`config.mk`:
```
export PLATFORM = sky130hd
export DESIGN_NAME = aonl_ctrl
export DESIGN_NICKNAME = d
export VERILOG_FILES = /design/src/rtl/core/aonl_pkg.sv /design/src/rtl/core/aonl_ctrl.sv
export SDC_FILE = /design/constraint.sdc
export NUM_CORES = 1
export LEC_CHECK = 0
export ABC_AREA = 1
export BUFFER_PORTS_ARGS = -buffer_cell sky130_fd_sc_hd__buf_2
export CAP_MARGIN = 20
export CELL_PAD_IN_SITES_DETAIL_PLACEMENT = 0
export CELL_PAD_IN_SITES_GLOBAL_PLACEMENT = 1
export CORE_AREA = 2 2 39 41
export CTS_BUF_LIST = sky130_fd_sc_hd__clkbuf_16
export CTS_CLUSTER_DIAMETER = 100
export DETAILED_ROUTE_END_ITERATION = 7
export DIE_AREA = 0 0 41 43
export PLACE_DENSITY_LB_ADDON = 0.1
export SKIP_LAST_GASP = 1
export SYNTH_ARGS = -nofsm -noshare
export SYNTH_HDL_FRONTEND = slang
export SYNTH_SLANG_ARGS = --single-unit
```
`constraint.sdc`:
```
create_clock -name clk -period 1.8 [get_ports clk]
set_input_delay 0.18 -clock clk [delete_from_list [all_inputs] [get_ports clk]]
set_output_delay 0.18 -clock clk [all_outputs]
set_load 0.03 [all_outputs]
```
`src/rtl/core/aonl_pkg.sv`:
```
`timescale 1ns / 1ps
// ----------------------------------------------------------------------------
// aonl_pkg
// Types, codes and sizes shared by the node pool controller and datapath.
// ----------------------------------------------------------------------------
package aonl_pkg;

  localparam int POOL_DEPTH = 512;
  localparam int IDX_W      = $clog2(POOL_DEPTH);
  localparam int CNT_W      = $clog2(POOL_DEPTH + 1);

  localparam int COORD_W  = 16;
  localparam int COST_W   = 20;
  localparam int PIDX_W   = 9;
  localparam int TGT_W    = 10;
  localparam int RIDX_W   = 9;
  localparam int COUNT_W  = 10;

  localparam logic [COST_W-1:0] COST_LIMIT = 20'd100000;

  typedef enum logic [2:0] {
    REQ_CLEAR        = 3'd0,
    REQ_APPEND       = 3'd1,
    REQ_BEST         = 3'd2,
    REQ_CLOSE        = 3'd3,
    REQ_COUNT_CLOSED = 3'd4,
    REQ_COUNT_OPEN   = 3'd5,
    REQ_LOOKUP       = 3'd6,
    REQ_READ         = 3'd7
  } req_type_t;

  typedef struct packed {
    req_type_t           req_type;
    logic [COORD_W-1:0]  node_x;
    logic [COORD_W-1:0]  node_y;
    logic [COST_W-1:0]   node_cost;
    logic [PIDX_W-1:0]   parent_index;
    logic                parent_present;
    logic [TGT_W-1:0]    target_index;
  } in_beat_t;

  typedef struct packed {
    logic                ok;
    logic [RIDX_W-1:0]   result_index;
    logic [COORD_W-1:0]  out_x;
    logic [COORD_W-1:0]  out_y;
    logic [COST_W-1:0]   out_cost;
    logic [PIDX_W-1:0]   out_parent;
    logic                out_has_parent;
    logic [COUNT_W-1:0]  count;
  } out_beat_t;

  // one pool entry as held in the node RAM
  typedef struct packed {
    logic [COORD_W-1:0]  x;
    logic [COORD_W-1:0]  y;
    logic [COST_W-1:0]   cost;
    logic                parent_present;
    logic [PIDX_W-1:0]   parent_index;
  } node_t;

  localparam int NODE_W = $bits(node_t);

  typedef enum logic [2:0] {
    ST_IDLE,
    ST_START,
    ST_SCAN,
    ST_DRAIN,
    ST_FINISH
  } state_t;

  typedef struct packed {
    logic load_req;
    logic do_clear;
    logic do_append;
    logic do_close;
    logic issue_read;
    logic issue_scan;
    logic load_out;
  } ctrl_cmd_t;

  typedef struct packed {
    req_type_t req_type;
    logic      pool_full;
    logic      pool_empty;
    logic      close_ok;
    logic      read_ok;
    logic      scan_last;
    logic      out_free;
  } dp_status_t;

endpackage

```
`src/rtl/core/aonl_ctrl.sv`:
```
`timescale 1ns / 1ps
// ----------------------------------------------------------------------------
// aonl_ctrl
// Request sequencer: takes one request, runs its write, its node read or its
// scan, then hands the result to the output register.
// ----------------------------------------------------------------------------
module aonl_ctrl
  import aonl_pkg::*;
(
  input  logic       clk,
  input  logic       rst_n,
  input  logic       in_valid,
  output logic       in_ready,
  input  dp_status_t status,
  output ctrl_cmd_t  cmd
);

  state_t state_r, state_nxt;

  always_ff @(posedge clk) begin
    if (!rst_n) begin
      state_r <= ST_IDLE;
    end else begin
      state_r <= state_nxt;
    end
  end

  always_comb begin
    state_nxt = state_r;
    case (state_r)
      ST_IDLE: begin
        if (in_valid) begin
          state_nxt = ST_START;
        end
      end
      ST_START: begin
        if (status.req_type inside {REQ_CLEAR, REQ_APPEND, REQ_CLOSE}) begin
          state_nxt = ST_FINISH;
        end else if (status.req_type == REQ_READ) begin
          state_nxt = status.read_ok ? ST_DRAIN : ST_FINISH;
        end else begin
          state_nxt = status.pool_empty ? ST_FINISH : ST_SCAN;
        end
      end
      ST_SCAN: begin
        if (status.scan_last) begin
          state_nxt = ST_DRAIN;
        end
      end
      ST_DRAIN: begin
        state_nxt = ST_FINISH;
      end
      ST_FINISH: begin
        if (status.out_free) begin
          state_nxt = ST_IDLE;
        end
      end
      default: begin
        state_nxt = ST_IDLE;
      end
    endcase
  end

  always_comb begin
    cmd      = '0;
    in_ready = 1'b0;
    case (state_r)
      ST_IDLE: begin
        in_ready     = 1'b1;
        cmd.load_req = in_valid;
      end
      ST_START: begin
        cmd.do_clear   = (status.req_type == REQ_CLEAR);
        cmd.do_append  = (status.req_type == REQ_APPEND) && !status.pool_full;
        cmd.do_close   = (status.req_type == REQ_CLOSE) && status.close_ok;
        cmd.issue_read = (status.req_type == REQ_READ) && status.read_ok;
      end
      ST_SCAN: begin
        cmd.issue_scan = 1'b1;
      end
      ST_FINISH: begin
        cmd.load_out = status.out_free;
      end
      default: begin
        cmd = '0;
      end
    endcase
  end

endmodule

```
==> reports/results.tsv <==
metric	value	unit
fin worst setup slack	0.273	ns
Seq/Total Area, Yosys	21.4	%
Worst-path clk slew	0.03	ns
leading post-synthesis cells by cell area	dfxtp_1 (21%), inv_1 (13%), nand3_1 (13%)	
CP Launch Type	register	
Yosys reg bits	3	
die width	41	um
vias per cell	4.36	
TritonCTS Buffers	3	
Worst Path Class, Setup	register to primary output	
Ports	20	
die height	43	um
antenna violations before repair	0	
crit path max-delay cell type	dfxtp_1	
max reg flops	3	
post-CTS sizing	0	
design area	474	um2
Worst Tran Pin Value	0.247	ns
CTS tree	yes	
Area growth syn-to-layout	69.2	%
Max-Cap Viols	0	
Detail Placement HPWL	643	um
Slew HR	83.4	%
Vias	375	
Buf/Inv on CP	2	
final setup fails	0	
Routed WL	815	um
Worst Path Max Fanout	5	
cell taking the most area after synthesis	dfxtp_1	
Post-Layout Cell Count	86	
Sw Pwr	0.205	mW
worst hold path type	input pin to register	
Synth cell types	15	
maximum clock rate	0.655	GHz
Initial Util	20.3	%
Clock Latency Late Sink	0.23	ns
residual DRC count	0	
CTS Sinks	3	
Largest delay share family, worst path	simple AND/OR/NAND/NOR gates	
max-slew violations	0	
Seq pwr share	14.8	%
vias in the first global route	338	
CP Capture Type	primary output	
combinational share of power	28.2	%
Clock Skew	0.000379	ns
fin util	34.3	%
Max VDD drop	0.444	mV
P_int	0.423	mW
Total Routing Usage GR	10.5	%
layout cell share with drive strength beyond 1	41.4	%
worst slack, placed	0.512	ns
Routed WL per cell	9.48	um
Tcrit/Tclk final	84.8	%
switching share of power	32.6	%
area taken by flip-flops and latches	60.1	um2
CP peak stage delay	0.36	ns
status	finished clean	
hold_ws	0.172	ns
Total Nets Final	83	
Pwr Total	0.627	mW
grt total ovfl	0	
Setup Fix Bufs, Post-CTS	0	
Yosys warning total	0	
DP Area	395	um2
# fillers	153	
CTS root buffer	clkbuf_16	
Multi-input gate area	168	um2
final hold violations	0	
Cells after DPL	82	
Yosys top cell area share	21.4	%
first-pass GRT wire length	1220	um
RSZ-0062 raised after global routing	false	
minimum clock period	1.53	ns
die area	0.00176	mm2
core area	0.00138	mm2
Post-Syn Instances	47	
cell chain of the critical path	nor3_4, inv_2, nor4b_2, buf_2	
Clock H-tree levels	1	
pin count of the biggest net entering global routing	7	
biggest regs	state_r x3	
syn nets	59	
post-route antenna net violation count	0	
IO buf count	19	
Avg Cell Area, Syn	5.96	um2
cts hold-fix bufs	0	
critical path data arrival time	1.35	ns
leakage power	0.277	nW
Clock Power Share	57.0	%
drt initial violations	3	
drt pass-1 iters	2	
Setup TNS	0	ns
Routability Congestion	0.635	
Biggest register	state_r	
CTS max path bufs	2	
Worst EP required	1.62	ns
antenna diode count	0	
# rows	14	
mapped cell area	280	um2
pwr/cell area	1320	mW/mm2
-- layer usage --
metal  up-vias  GRT usage (%)  part of all wire, %
met5         -              0                    0
met3         2           2.62                  8.6
met4         0           8.00                  2.5
met2        16           18.4                   49
met1       159           9.32                   40
li1        198              -                    -
-- tightest hold or removal path, cell delays in order --
cell,delay [ns]
buf_2,0.09
nand2_1,0.05
inv_1,0.05
-- cell families after synthesis --
group                  Yosys count  share of synthesized area [%]
and+or+nand+nor                 27                           53.6
buffers and inverters           14                           18.7
DFF                              3                           21.4
AOI/OAI and AO/OA                3                           6.25
-- path summary, 6_finish.rpt --
| check | from | depth (start not counted) | slack (ns) | to |
|---|---|---|---|---|
| setup reg to reg | state_r[1] | 5 | 0.77 | state_r[0] |
| setup / recovery | state_r[1] | 4 | 0.27 | cmd[4] |
| hold reg to reg | state_r[0] | 4 | 0.65 | state_r[1] |
| hold / removal | rst_n | 3 | 0.17 | state_r[2] |
-- Yosys cell counts, drive strengths merged --
library cell   n
a21oi          1
dfxtp          3
inv           14
nand2          6
nand3          7
nand4          4
nor2           6
nor3           2
nor4           1
nor4b          1
o21ai          1
o21bai         1
-- area by class of cell --
class,count,area share [%]
clock buffers,3,15.8
clock inverters,1,0.792
inverters,14,11.1
multi-input cells,30,35.4
flip-flops and latches,3,12.7
well taps,16,4.22
repair buffers,19,20.1
-- layout by cell type (no fill, tap or decap), types with 3 or more instances in the layout --
cell type,n
nand2_1,6
clkbuf_16,3
nand3_1,7
dfxtp_1,3
nand4_1,4
inv_2,4
buf_2,19
inv_1,11
nor2_1,5
-- power groups by stage --
stage               Clock (mW)  Combinational, mW  Sequential (mW)
detailed placement           0              0.179           0.0931
CTS                      0.363              0.179           0.0930
finish                   0.357              0.177           0.0931
floorplan                    0              0.129           0.0913
global placement             0              0.179           0.0934
global route             0.365              0.198           0.0939
Power figures use the tool's default switching activity.
